<file path="config.mk">
export PLATFORM = sky130hd
export DESIGN_NAME = mbd_cfg
export DESIGN_NICKNAME = d
export VERILOG_FILES = /design/src/rtl/mbd_pkg.sv /design/src/rtl/mbd_cfg.sv
export SDC_FILE = /design/constraint.sdc
export NUM_CORES = 1
export LEC_CHECK = 0
export BUFFER_PORTS_ARGS = -buffer_cell sky130_fd_sc_hd__buf_2
export CAP_MARGIN = 20
export CORE_MARGIN = 5
export CORE_UTILIZATION = 50
export CTS_BUF_LIST = sky130_fd_sc_hd__clkbuf_2
export DETAILED_ROUTE_END_ITERATION = 6
export PLACE_DENSITY = 0.89
export SKIP_LAST_GASP = 1
export SLEW_MARGIN = 20
export SYNTH_ARGS = -nofsm -noshare
export SYNTH_HDL_FRONTEND = slang
export SYNTH_SLANG_ARGS = --single-unit
export TNS_END_PERCENT = 50
</file>
<file path="constraint.sdc">
create_clock -name clk -period 2.7 [get_ports clk]
set_input_delay 0.135 -clock clk [delete_from_list [all_inputs] [get_ports clk]]
set_output_delay 0.135 -clock clk [all_outputs]
set_load 0.02 [all_outputs]
</file>
<file path="src/rtl/mbd_pkg.sv">
`timescale 1ns / 1ps
`default_nettype none

package mbd_pkg;

  localparam int MAX_WIDTH_DEF  = 1024;
  localparam int MAX_HEIGHT_DEF = 1024;
  localparam int MAX_LEVELS_DEF = 8;

  localparam int CH_W    = 8;
  localparam int SUM_W   = 10;
  localparam int PIX_W   = 3 * CH_W;
  localparam int PSUM_W  = 3 * SUM_W;
  localparam int CFG_W   = 11;
  localparam int LVL_W   = 3;
  localparam int POS_W   = 10;
  localparam int TOT_W   = 4;
  localparam int APB_AW  = 3;
  localparam int APB_DW  = 32;
  localparam int MIN_DIM = 32;

  localparam logic [CFG_W-1:0] SIZE_RESET = 11'd1024;

  localparam logic REG_IMG_WIDTH  = 1'b0;
  localparam logic REG_IMG_HEIGHT = 1'b1;

  typedef enum logic [1:0] {
    ST_IDLE,
    ST_STEP,
    ST_FILT
  } state_t;

  typedef struct packed {
    logic busy;
    logic restart;
  } cfg_ctrl_t;

endpackage

`default_nettype wire

</file>
<file path="src/rtl/mbd_cfg.sv">
`timescale 1ns / 1ps
`default_nettype none

module mbd_cfg #(
  parameter int MAX_WIDTH  = mbd_pkg::MAX_WIDTH_DEF,
  parameter int MAX_HEIGHT = mbd_pkg::MAX_HEIGHT_DEF,
  parameter int MAX_LEVELS = mbd_pkg::MAX_LEVELS_DEF
) (
  input  wire logic                               clk,
  input  wire logic                               rst_n,
  input  wire logic                               psel,
  input  wire logic                               penable,
  input  wire logic                               pwrite,
  input  wire logic [mbd_pkg::APB_AW-1:0]         paddr,
  input  wire logic [mbd_pkg::APB_DW-1:0]         pwdata,
  output logic      [mbd_pkg::APB_DW-1:0]         prdata,
  output logic                                    pready,
  output logic      [$clog2(MAX_WIDTH+1)-1:0]     img_w,
  output logic      [$clog2(MAX_HEIGHT+1)-1:0]    img_h,
  output logic      [$clog2(MAX_LEVELS+1)-1:0]    lvl_count,
  output mbd_pkg::cfg_ctrl_t                      ctrl
);
  import mbd_pkg::*;

  localparam int DW = $clog2(MAX_WIDTH+1);
  localparam int HW = $clog2(MAX_HEIGHT+1);
  localparam int NW = $clog2(MAX_LEVELS+1);

  logic [CFG_W-1:0] width_r, height_r;
  logic             busy_r, load_r;
  logic [NW-1:0]    cnt_r;
  logic [DW-1:0]    bw_r;
  logic [HW-1:0]    bh_r;
  logic             wr_en;
  logic             grow;

  assign pready = 1'b1;
  assign wr_en  = psel && penable && pwrite;

  always_comb begin
    unique case (paddr[2])
      REG_IMG_WIDTH:  prdata = APB_DW'(width_r);
      REG_IMG_HEIGHT: prdata = APB_DW'(height_r);
      default:        prdata = '0;
    endcase
  end

  // zero acts as one, oversize saturates
  always_comb begin
    priority if (width_r == '0) begin
      img_w = DW'(1);
    end else if (32'(width_r) > MAX_WIDTH) begin
      img_w = DW'(MAX_WIDTH);
    end else begin
      img_w = DW'(width_r);
    end
    priority if (height_r == '0) begin
      img_h = HW'(1);
    end else if (32'(height_r) > MAX_HEIGHT) begin
      img_h = HW'(MAX_HEIGHT);
    end else begin
      img_h = HW'(height_r);
    end
  end

  assign grow = (32'(cnt_r) < MAX_LEVELS) && !bw_r[0] && !bh_r[0] &&
                (32'(bw_r) >= MIN_DIM) && (32'(bh_r) >= MIN_DIM);

  always_ff @(posedge clk) begin
    if (!rst_n) begin
      width_r  <= SIZE_RESET;
      height_r <= SIZE_RESET;
      busy_r   <= 1'b1;
      load_r   <= 1'b1;
      cnt_r    <= NW'(1);
    end else if (wr_en) begin
      unique case (paddr[2])
        REG_IMG_WIDTH:  width_r  <= pwdata[CFG_W-1:0];
        REG_IMG_HEIGHT: height_r <= pwdata[CFG_W-1:0];
        default:        width_r  <= width_r;
      endcase
      busy_r <= 1'b1;
      load_r <= 1'b1;
    end else if (load_r) begin
      load_r <= 1'b0;
      cnt_r  <= NW'(1);
    end else if (busy_r) begin
      if (grow) begin
        cnt_r <= cnt_r + NW'(1);
      end else begin
        busy_r <= 1'b0;
      end
    end
  end

  always_ff @(posedge clk) begin
    if (load_r) begin
      bw_r <= img_w;
      bh_r <= img_h;
    end else if (busy_r && grow) begin
      bw_r <= bw_r >> 1;
      bh_r <= bh_r >> 1;
    end
  end

  assign lvl_count    = cnt_r;
  assign ctrl.busy    = busy_r;
  assign ctrl.restart = wr_en;

endmodule

`default_nettype wire

</file>
==> flow_metrics.tcl <==
set metrics [dict create \
    clockRootBuffer "clkbuf_2" \
    layout_common_cells "buf_2 (55), nand2_1 (49), dfxtp_1 (28)" \
    synthTopCellsByArea "edfxtp_1 (26%), dfxtp_1 (22%), mux2_2 (12%)" \
    min_from "penable" \
    path_max_fanout 4 \
    place.gp.congestion 0.825 \
    ff_latch_area_um2 1220 \
    overflow 0 \
    post_cts_buffers 0 \
    cts_tree "built" \
    track_usage 0.184 \
    wl_um 5800 \
    clock_latency_ns 0.45 \
    fp.dieH_um 81.3 \
    r2r_slack_ns 0.81 \
    tns_ns 0 \
    r2r_start "bw_r[0]" \
    grt_max_degree 26 \
    ir_drop_mv 0.276 \
    finalHoldWorstSlack_ns 0.0594 \
    rsz0062_at_grt "no" \
    finalHoldViolations 0 \
    start_util 0.507 \
    dpl_cell_area_um2 2760 \
    layout-drive-gt1-share 0.305 \
    htreeDepth 2 \
    row_count 26 \
    p_leak_uw 0.00126 \
    final_common_cell "buf_2" \
    fillers 449 \
    nNetsFinal 358 \
    wl_per_cell_um 14.9 \
    path_cells "or4_4 -> o41ai_2 -> and2_1 -> buf_2" \
    viasPerCell 5.16 \
    clockBufferDepth 2 \
    cp_slowest_cell "or4_4" \
    power_density_nw_per_um2 603 \
    synthSimpleGateAreaFrac 0.188 \
    via_count 2003 \
    clk_pin_slew_ns 0.26 \
    synth_compound_area_frac 0.0907 \
    synth_xor_area_frac 0 \
    status "finished, final reports clean" \
    seq_area_frac_synth 0.481 \
    synth_top_family_by_area "simple AND/OR/NAND/NOR gates" \
    fmax_mhz 464 \
    synth_seq_cells 50 \
    insertedDiodeCount 0 \
    maxSlewHeadroom 0.485 \
    max_stage_delay_ns 0.54 \
    dieWidth_um 81.3 \
    min_period_over_period 0.798 \
    synthMuxAreaShare 0.133 \
    drc 0 \
    hpwl_um 4350 \
    critPathKind "reg2out" \
    hold_depth 3 \
    min_to "lvl_count[3]" \
    ys_async_sr_fraction 0 \
    hold_path_class "in2reg" \
    startpoint_type "flop" \
    rr_worst_depth 4 \
    crit_required_ns 2.57 \
    crit_arrival_ns 2.02 \
    grt_pass1_wl_um 9280 \
    worst_pin_slew_ns 0.770 \
    syn_inst 258 \
    cts_made_buffers 5 \
    antenna_found_initial 0 \
    setup_violations 0 \
    synth_largest_area_cell "edfxtp_1" \
    ys_warn_count 0 \
    ys_types 38 \
    slew_violations 0 \
    multi_input_area_um2 1140 \
    port_buffers 55 \
    end_kind "output pin" \
    first_global_vias 1947 \
    cap_violations 0 \
    synth-adder-area-share 0.00493 \
    antenna_left 0 \
    synth_enable_flop_cells 22 \
    clock_skew_ns 0.0193 \
    drt_iter0_markers 130 \
    num_io_pins 101 \
    period_needed_ns 2.16 \
    avgSynthCellArea_um2 9.84 \
    synthToLayoutAreaGrowth_pct 15.7 \
    synth.cell_area_um2 2540 \
    synth_top_area_frac 0.260 \
    cts_num_sinks 50 \
    synth_top_flop_cell "dfxtp_1" \
    first_pass_iters 5 \
    fp.coreArea_um2 5010 \
    die_area_um2 6600 \
    r2r-end "bh_r[9]" \
    fin_area_um2 2940 \
]
==> how the worst max path moves through the flow <==
stage,start,endpoint,slack [ns],cells past startpoint
4_1_cts,height_r[4],img_h[6],0.53,4
5_1_grt,height_r[5],img_h[6],0.37,4
3_5_place_dp,bh_r[0],bh_r[2],0.85,4
2_1_floorplan,lvl_count[3],bh_r[0],0.62,3
3_3_place_gp,bw_r[0],bh_r[2],0.91,4
6_report,height_r[4],img_h[6],0.54,4
==> routing by layer <==
| layer | share of wire | vias to the layer above | global-route usage |
|---|---|---|---|
| met5 | 0 | - | 0 |
| met4 | 0.024 | 0 | 0.0726 |
| met3 | 0.084 | 16 | 0.0477 |
| met2 | 0.49 | 87 | 0.298 |
| met1 | 0.40 | 932 | 0.234 |
| li1 | - | 968 | - |
==> critical path: cells and delay by family, from the launching register on <==
family / cells / cell delay (ns)
and+or+nand+nor: 2 / 0.73
AOI/OAI and AO/OA: 1 / 0.30
buffers and inverters: 1 / 0.17
DFF: 1 / 0.39
==> where the power goes <==
group          internal (uW)  leakage (uW)  switching (uW)
combinational            160      0.000772             235
clock                   64.0     0.0000270             246
sequential               981      0.000465            85.2
==> kinds of logic (layout without fill, tap and decap cells) <==
kind of cell             count (synthesis)  after routing
AO/OA/AOI/OAI                           35             35
other                                    2             22
flip-flops                              50             50
buffers and inverters                   43             83
adder cells (fa/ha/maj)                  1              1
AND/OR/NAND/NOR                         97             97
multiplexers                            30             30
==> stage by stage <==
step	std cells	setup slack [ns]	total power, uW	utilization
after floorplan	278	0.618	1360	-
after global placement	367	0.908	1430	0.551
after detailed placement	367	0.852	1470	0.551
after CTS	388	0.527	1780	0.586
after global routing	388	0.374	1870	0.586
final	388	0.545	1770	0.586
==> registers in the layout, summed over array words and instances (netlist names) <==
register   cells
bw_r          11
lvl_count      4
load_r         1
bh_r          11
busy_r         1
width_r       11
height_r      11
==> repair_timing <==
| item | CTS | global route |
|---|---|---|
| resized for setup | 0 | 0 |
| hold buffers | 13 | 0 |
| endpoints found under the hold margin | 26 | 0 |
==> Yosys cell counts, types with 2 or more instances <==
cell type	n
mux2_2	26
nor2b_1	15
a211oi_1	2
nand3_1	4
and2_1	6
a31oi_1	3
dfxtp_1	28
clkbuf_1	14
conb_1	2
nor3_1	2
and4_1	2
buf_4	24
nor2_1	8
nand2b_1	2
a21oi_1	21
mux2_1	4
inv_1	3
nor4_1	3
edfxtp_1	22
nand2_1	49
==> layout make-up <==
| class | count | share of cell area |
|---|---|---|
| sequential | 50 | 0.416 |
| inverter | 4 | 0.00511 |
| timing repair buffer | 71 | 0.146 |
| multi-input combinational | 185 | 0.388 |
| clock buffer | 5 | 0.00852 |
| clock inverter | 3 | 0.00682 |
| tap | 70 | 0.0298 |
Note: power is estimated with default switching activity, not from simulation.
