### config.mk
export PLATFORM = sky130hd
export DESIGN_NAME = mbd_add3
export DESIGN_NICKNAME = d
export VERILOG_FILES = /design/src/rtl/mbd_pkg.sv /design/src/rtl/mbd_add3.sv
export SDC_FILE = /design/constraint.sdc
export NUM_CORES = 1
export LEC_CHECK = 0
export BUFFER_PORTS_ARGS = -buffer_cell sky130_fd_sc_hd__buf_2
export CAP_MARGIN = 20
export CELL_PAD_IN_SITES_DETAIL_PLACEMENT = 0
export CELL_PAD_IN_SITES_GLOBAL_PLACEMENT = 1
export CORE_MARGIN = 2
export CORE_UTILIZATION = 28
export DETAILED_ROUTE_END_ITERATION = 10
export MAX_ROUTING_LAYER = met4
export PLACE_DENSITY = 0.81
export SYNTH_ARGS = -nofsm -noshare
export SYNTH_HDL_FRONTEND = slang
export SYNTH_SLANG_ARGS = --single-unit
### constraint.sdc
create_clock -name vclk -period 3.32
set_input_delay 0.498 -clock vclk [all_inputs]
set_output_delay 0.498 -clock vclk [all_outputs]
set_load 0.02 [all_outputs]
### src/rtl/mbd_pkg.sv
`timescale 1ns / 1ps
`default_nettype none

package mbd_pkg;

  localparam int MAX_WIDTH_DEF  = 1024;
  localparam int MAX_HEIGHT_DEF = 1024;
  localparam int MAX_LEVELS_DEF = 8;

  localparam int CH_W    = 8;
  localparam int SUM_W   = 10;
  localparam int PIX_W   = 3 * CH_W;
  localparam int PSUM_W  = 3 * SUM_W;
  localparam int CFG_W   = 11;
  localparam int LVL_W   = 3;
  localparam int POS_W   = 10;
  localparam int TOT_W   = 4;
  localparam int APB_AW  = 3;
  localparam int APB_DW  = 32;
  localparam int MIN_DIM = 32;

  localparam logic [CFG_W-1:0] SIZE_RESET = 11'd1024;

  localparam logic REG_IMG_WIDTH  = 1'b0;
  localparam logic REG_IMG_HEIGHT = 1'b1;

  typedef enum logic [1:0] {
    ST_IDLE,
    ST_STEP,
    ST_FILT
  } state_t;

  typedef struct packed {
    logic busy;
    logic restart;
  } cfg_ctrl_t;

endpackage

`default_nettype wire

### src/rtl/mbd_add3.sv
`timescale 1ns / 1ps
`default_nettype none

module mbd_add3 (
  input  wire logic [mbd_pkg::PSUM_W-1:0] a,
  input  wire logic [mbd_pkg::PSUM_W-1:0] b,
  output logic      [mbd_pkg::PSUM_W-1:0] sum,
  output logic      [mbd_pkg::PIX_W-1:0]  mean
);
  import mbd_pkg::*;

  logic [SUM_W-1:0] lane_sum [3];
  logic [SUM_W-1:0] lane_rnd [3];

  always_comb begin
    for (int i = 0; i < 3; i++) begin
      lane_sum[i] = a[i*SUM_W +: SUM_W] + b[i*SUM_W +: SUM_W];
      lane_rnd[i] = (lane_sum[i] + SUM_W'(2)) >> 2;
      sum[i*SUM_W +: SUM_W] = lane_sum[i];
      mean[i*CH_W +: CH_W]  = lane_rnd[i][CH_W-1:0];
    end
  end

endmodule

`default_nettype wire

==> flow_metrics.tcl, run 1 <==
set metrics [dict create \
    crit_required_ns 2.82 \
    whs_ns 1.322 \
    vias 1773 \
    wirelength_mm 3.933 \
    die_x_um 77.84 \
    layout_commonest_cell "buf_2" \
    nets 407 \
    ios 114 \
    antenna_found_initial 0 \
    hold_viol 0 \
    powerDensity_nw_per_um2 346.9 \
    die_y_um 77.84 \
    avgSynthCellArea_um2 7.788 \
    start_util_pct 29.51 \
    power_uw 766.5 \
    routabilityCongestion 0.8174 \
    cp-start-kind "input port" \
    rsz0062_at_grt "no" \
    cp_data_arrival_time_ns 2.66 \
    synthesis.instances 196 \
    drc 0 \
    final_cell_mix "buf_2 (113), ha_1 (30), xnor2_1 (25)" \
    min_path_type "in2out" \
    final_util_pct 42.72 \
    synth_area_um2 1526 \
    finalSetupViolCount 0 \
    ys_types 37 \
    core_area_um2 5172 \
    fp.dieArea_um2 6058 \
    endpoint_kind "primary output" \
    areaGrowthSynthToFinish_pct 44.75 \
    yosys_warnings 0 \
    synth_nets 289 \
    finalMaxSlewViolations 0 \
    seq_cells 0 \
    min_to "sum[20]" \
    grt_pass1_wl_mm 6.748 \
    final.period_utilization_pct 95.18 \
    nClkBuffers 0 \
    ys_seq_area_share_pct 0 \
    path_class "in2out" \
    outcome "finished, final reports clean" \
    hpwl_mm 3.664 \
    worst_ir_drop_vdd_mv 0.2228 \
    drt_iter0_markers 15 \
    fin_crit_ns 3.160 \
    diodes 0 \
    tightest_slew_ns 0.4158 \
    antenna_left 0 \
    drt_pre_antenna_iters 4 \
    fmax_mhz 316.5 \
    portBuffers 114 \
    tns_ns 0 \
    drive_gt1_share_pct 40.38 \
    hold_depth 3 \
    p_leak_nw 1.190 \
    via_per_inst 4.641 \
    hold_start "b[20]" \
    max_cap_violations 0 \
    overflow 0 \
    grt_pass1_vias 1681 \
    regArea_um2 0 \
    critPathMaxFanout 2 \
    grt_usage_pct 12.72 \
    rows 26 \
    grt_max_degree 8 \
    slew_headroom_pct 72.13 \
    wire_per_inst_um 10.30 \
]
-- logic make-up after synthesis --
kind of cell / Yosys count / share of synthesized area, %
and+or+nand+nor: 55 / 20.66
AOI/OAI and AO/OA: 51 / 21.39
xor gates and xnor gates: 44 / 26.23
adders and majority gates: 33 / 28.52
buffers and inverters: 13 / 3.197
-- metal layers --
metal  part of all wire (%)  track usage, %  vias to the layer above
li1                       -               -                      947
met1                     45           15.37                      774
met2                     50           23.79                       52
met3                    5.9           1.279                        0
met4                      0          0.5357                        0
met5                      0               -                        -
-- power breakdown --
part	total (mW)	leakage [nW]	switching (mW)	internal, mW
clock network	0	0	0	0
logic	0.766	1.19	0.470	0.296
registers	0	0	0	0
-- cell type report --
| cell class | count | area, µm² |
|---|---|---|
| Fill cell | 577 | 2963 |
| Multi-Input combinational cell | 183 | 1485 |
| Inverter | 13 | 48.80 |
| Tap cell | 70 | 87.58 |
| Timing Repair Buffer | 116 | 588.1 |
-- critical path, cell delays in order --
cell and delay (ns):
buf_2 0.10, ha_1 0.21, fa_2 0.35, a21o_1 0.19
a221oi_2 0.33, o21bai_1 0.14, a21oi_2 0.18, xnor2_2 0.14
nor4b_4 0.22, xor2_1 0.16, buf_4 0.15
-- stage by stage --
stage,area [µm²],setup slack (ns),std cells
2_1_floorplan,1526,0.07680,196
3_3_place_gp,2192,0.1192,381
3_5_place_dp,2192,0.08685,381
4_1_cts,2192,0.08468,381
5_1_grt,2210,0.01803,382
6_report,2210,0.1600,382
-- worst max path at each step --
stage / from / end / slack [ns] / cells after the start
after detailed placement: a[10] / mean[15] / 0.09 / 11
after floorplan: a[10] / mean[15] / 0.08 / 8
after CTS: a[10] / mean[15] / 0.08 / 11
after global routing: a[10] / mean[15] / 0.02 / 10
after global placement: a[10] / mean[15] / 0.12 / 11
final: a[10] / mean[15] / 0.16 / 11
-- synthesized netlist by cell type, drive strengths merged --
library cell	n	area share (%)
a211oi	2	0.98
a21boi	1	0.49
a21o	7	3.4
a21oi	18	6.1
a221oi	1	0.98
a31oi	1	0.41
and2b	1	0.49
and3	7	2.9
and4b	1	0.66
fa	3	3.9
ha	30	25
inv	13	3.2
nand2	8	2.1
nand2b	3	1.2
nand3	7	2.3
nand4	4	1.6
nor2	9	2.2
nor2b	4	1.6
nor3	7	2.6
nor3b	1	0.49
nor4	1	0.41
nor4b	1	1.6
o211ai	2	0.98
o21a	1	0.49
o21ai	9	3.0
o21bai	2	0.98
o22ai	4	1.6
o2bb2ai	1	0.57
o311a	1	0.66
o32a	1	0.66
or2	1	0.41
xnor2	27	16
xor2	17	9.8
-- what timing repair did --
item | CTS | global route
hold endpoints to repair | 0 | 0
setup buffers | 0 | 1
gates resized for setup | 0 | 3
endpoints found under the setup margin | 0 | 1
hold buffers | 0 | 0
Power figures use the tool's default switching activity.
==> run 2: changes to the inputs <==
--- a/config.mk
+++ b/config.mk
@@ -14,6 +14,7 @@
 export DETAILED_ROUTE_END_ITERATION = 10
 export MAX_ROUTING_LAYER = met4
 export PLACE_DENSITY = 0.81
+export SKIP_LAST_GASP = 1
 export SYNTH_ARGS = -nofsm -noshare
 export SYNTH_HDL_FRONTEND = slang
 export SYNTH_SLANG_ARGS = --single-unit
==> constraint.sdc (replaced) <==
create_clock -name vclk -period 3.32
set_input_delay 0.498 -clock vclk [all_inputs]
set_output_delay 0.498 -clock vclk [all_outputs]
set_load 0.05 [all_outputs]
==> run 2 against run 1 <==
Global-route usage increased by 1.9 points. Sequential share of layout area unchanged. Final area increased by 24%. Hold slack improved by 0.10 ns. Core utilization increased by 10 points. Setup slack got worse by 0.10 ns. Combinational power increased by 74%. Die area unchanged. Cell count increased by 5.2%. Critical path type unchanged. Largest power group unchanged. Highest routed layer is now met4.
==> flow_metrics.tcl, run 2 (synthesis results as in run 1) <==
set metrics [dict create \
    antenna_found_initial 0 \
    slew_headroom_pct 65.71 \
    cp-start-kind "input port" \
    seq_cells 0 \
    fin_crit_ns 3.262 \
    grt_pass1_vias 1826 \
    hpwl_mm 4.104 \
    rows 26 \
    final_cell_mix "buf_2 (106), ha_1 (29), buf_4 (23)" \
    antenna_left 0 \
    min_to "sum[20]" \
    powerDensity_nw_per_um2 484.0 \
    overflow 0 \
    routabilityCongestion 0.8663 \
    layout_commonest_cell "buf_2" \
    hold_viol 0 \
    tns_ns 0 \
    final.period_utilization_pct 98.25 \
    die_y_um 77.84 \
    p_leak_nw 1.421 \
    nClkBuffers 0 \
    whs_ns 1.421 \
    wire_per_inst_um 11.29 \
    finalSetupViolCount 0 \
    max_cap_violations 0 \
    path_class "in2out" \
    cp_data_arrival_time_ns 2.76 \
    postCtsHoldBufs 0 \
    grt_pass1_wl_mm 7.389 \
    tightest_slew_ns 0.5107 \
    endpoint_kind "primary output" \
    gr-usage-met1_pct 16.90 \
    vias 1881 \
    grt_busiest_layer "met2" \
    regArea_um2 0 \
    gr-usage-met3_pct 1.047 \
    use_met2_pct 28.28 \
    drive_gt1_share_pct 54.82 \
    nets 427 \
    drt_iter0_markers 44 \
    rsz0062_at_grt "yes" \
    wirelength_mm 4.538 \
    diodes 0 \
    outcome "finished, final reports clean" \
    grt_max_degree 8 \
    fp.dieArea_um2 6058 \
    min_path_type "in2out" \
    core_area_um2 5172 \
    worst_ir_drop_vdd_mv 0.2490 \
    areaGrowthSynthToFinish_pct 79.59 \
    drc 0 \
    drt_pre_antenna_iters 6 \
    critPathMaxFanout 2 \
    ios 114 \
    portBuffers 114 \
    die_x_um 77.84 \
    crit_required_ns 2.82 \
    start_util_pct 29.51 \
    grt_usage_pct 14.60 \
    hold_start "b[20]" \
    finalMaxSlewViolations 0 \
    fmax_mhz 306.6 \
    hold_depth 3 \
    via_per_inst 4.679 \
]
## run 2: cell count changes in the layout (fill, tap and decap cells not counted), moves of 7 or more
cell	previous run	this run
xor2_1	17	7
xnor2_1	25	9
xnor2_4	0	7
xnor2_2	2	11
buf_2	113	106
buf_4	3	23
xor2_2	0	8
## run 2: worst max path at each step
stage,start,endpoint,cells past startpoint
detailed placement,a[10],mean[15],11
global placement,a[10],mean[15],11
global route,b[10],mean[15],11
floorplan,a[0],mean[7],9
CTS,a[10],mean[15],11
finish,b[10],mean[15],11
## run 2: where the power goes
part | total [mW] | internal (mW) | switching [mW]
registers | 0 | 0 | 0
logic | 1.33 | 0.420 | 0.906
clock network | 0 | 0 | 0
total | 1.33 | 0.420 | 0.906
## run 2: critical path, stage by stage
cell	delay, ns
buf_6	0.10
ha_4	0.15
fa_2	0.36
a21o_1	0.20
a221oi_4	0.27
o21bai_1	0.11
a21oi_2	0.26
xnor2_4	0.15
nor4b_4	0.32
xor2_4	0.17
buf_6	0.17
## run 2: area by class of cell
type | count | area [µm²]
fill | 492 | 2431
multi-input combinational | 183 | 1834
timing repair buffer | 136 | 770.7
tap | 70 | 87.58
inverter | 13 | 48.80
## run 2: per-layer routing
layer,vias to the layer above,share of wire [%]
met5,-,0
met4,0,0.31
met3,2,5.9
met2,66,52
met1,833,42
li1,980,-
## run 2: per-stage QoR
stage	util, %	setup WS, ns	std cells	cell area, µm²	total power, mW
detailed placement	51.45	-0.2373	401	2661	1.302
global route	53.00	-0.08652	402	2741	1.402
finish	53.00	0.05805	402	2741	1.327
CTS	52.13	0.003527	402	2696	1.319
floorplan	-	-0.1506	196	1846	1.016
global placement	51.45	-0.1827	401	2661	1.293
## run 2: repair_timing
action | 4_1_cts | 5_1_grt
pin swaps | 5 | 2
endpoints found under the setup margin | 4 | 7
setup buffers | 1 | 0
resized for setup | 6 | 13
==> run 3: changes to the inputs <==
==> constraint.sdc (replaced) <==
create_clock -name vclk -period 3.2
set_input_delay 0.48 -clock vclk [all_inputs]
set_output_delay 0.48 -clock vclk [all_outputs]
set_load 0.05 [all_outputs]
==> run 3 against run 2 <==
Global-route usage increased by 0.061 points. Hold slack got worse by 0.042 ns. Via count decreased by 0.21%. Setup slack got worse by 0.16 ns. Highest routed layer is now met3. Die area unchanged. Critical endpoint unchanged. Final area increased by 6.0%. Sequential cell count unchanged. Sequential share of layout area unchanged. The run now ends with negative setup slack left. Largest power group unchanged. Non-clock buffer count increased by 8. Clock-buffer cell count unchanged. Combinational power increased by 8%. Total power increased by 7.5%.
==> flow_metrics.tcl, run 3 (synthesis results as in run 1) <==
set metrics [dict create \
    nets 435 \
    fmax_mhz 303.3 \
    drt_iter0_markers 24 \
    hold_depth 3 \
    critPathMaxFanout 2 \
    overflow 0 \
    die_x_um 77.84 \
    hold_viol 0 \
    rsz0062_at_grt "yes" \
    wirelength_mm 4.671 \
    drt_pre_antenna_iters 4 \
    cp_common_cell "buf_6" \
    finalSetupViolCount 1 \
    seq_cells 0 \
    path_class "in2out" \
    die_y_um 77.84 \
    antenna_found_initial 0 \
    core_area_um2 5172 \
    min_path_type "in2out" \
    max_stage_delay_ns 0.38 \
    grt_usage_pct 14.66 \
    endpoint_kind "primary output" \
    diodes 0 \
    whs_ns 1.380 \
    cp_data_arrival_time_ns 2.82 \
    final.period_utilization_pct 103.0 \
    vias 1877 \
    p_leak_nw 1.492 \
    grt_max_degree 8 \
    finalMaxSlewViolations 0 \
    cp-start-kind "input port" \
    fin_ws_ns -0.09704 \
    hpwl_mm 4.212 \
    slew_headroom_pct 66.42 \
    stdcell_area_um2 2905 \
    nClkBuffers 0 \
    tightest_slew_ns 0.5001 \
    regArea_um2 0 \
    path_cells "buf_6 -> ha_4 -> fa_2 -> a21o_1 -> a221oi_4 -> o21bai_1 -> a21oi_2 -> xnor2_4 -> nor4b_4 -> xor2_4 -> buf_6" \
    drc 0 \
    crit_required_ns 2.72 \
    multiInputGateArea_um2 1928 \
    grt_pass1_wl_mm 7.445 \
    wire_per_inst_um 11.39 \
    fin_crit_ns 3.297 \
    worst_ir_drop_vdd_mv 0.2792 \
    fp.dieArea_um2 6058 \
    powerDensity_nw_per_um2 490.9 \
    max_cap_violations 0 \
    placed_area_um2 2786 \
    drive_gt1_share_pct 58.53 \
    via_per_inst 4.578 \
    violations "negative setup slack" \
    portBuffers 114 \
    start_util_pct 29.51 \
    outcome "finished with violations" \
    areaGrowthSynthToFinish_pct 90.33 \
    grt_pass1_vias 1756 \
    ios 114 \
    antenna_left 0 \
    layout_commonest_cell "buf_2" \
    final_cell_mix "buf_2 (105), buf_4 (33), ha_1 (29)" \
    rows 26 \
    routabilityCongestion 0.8048 \
    cpMaxStageDelayCell "a221oi_4" \
    fillers 490 \
]
## run 3: final timing paths
kind,startpoint,endpoint,slack (ns)
setup / recovery,b[10],mean[15],-0.1
hold / removal,a[10],sum[10],1.38
## run 3: timing repair
action | in CTS | in global routing
hold buffers | 0 | 0
buffers inserted | 1 | 1
setup endpoints to repair | 6 | 8
resized for setup | 10 | 19
pin swaps | 7 | 5
## run 3: report_power, final
| group | leakage (nW) | internal, mW | switching, mW |
|---|---|---|---|
| combinational | 1.49 | 0.468 | 0.958 |
| sequential | 0 | 0 | 0 |
| clock | 0 | 0 | 0 |
## run 3: through the flow
step	std cells	total power, mW	TNS, ns	utilization [%]	setup WS (ns)
6_report	410	1.426	-0.09704	56.17	-0.09704
5_1_grt	410	1.503	-0.2487	56.17	-0.2413
4_1_cts	409	1.410	-0.1196	54.74	-0.1196
3_5_place_dp	408	1.388	-0.8492	53.87	-0.3504
3_3_place_gp	408	1.378	-0.6669	53.87	-0.3115
2_1_floorplan	196	1.083	-0.9776	-	-0.2742
## run 3: final cells by class
cell class / instances / area share, %
multi-input cells: 183 / 66.37
inverters: 13 / 1.680
well taps: 70 / 3.015
repair buffers: 144 / 28.94
## run 3: worst max-delay path: cells and delay by family
kind | cells | cell delay (ns)
simple gates | 1 | 0.32
buf+inv | 2 | 0.27
fa+ha+maj | 2 | 0.48
xor+xnor | 2 | 0.31
compound gates | 4 | 0.96
## run 3: layer usage
metal	vias to the layer above	wire, µm	part of all wire, %	global-route usage, %
li1	996	-	-	-
met1	821	2080	45	18.57
met2	60	2365	51	27.59
met3	0	224	4.8	0.3488
met4	0	0	0	0
met5	-	0	0	-
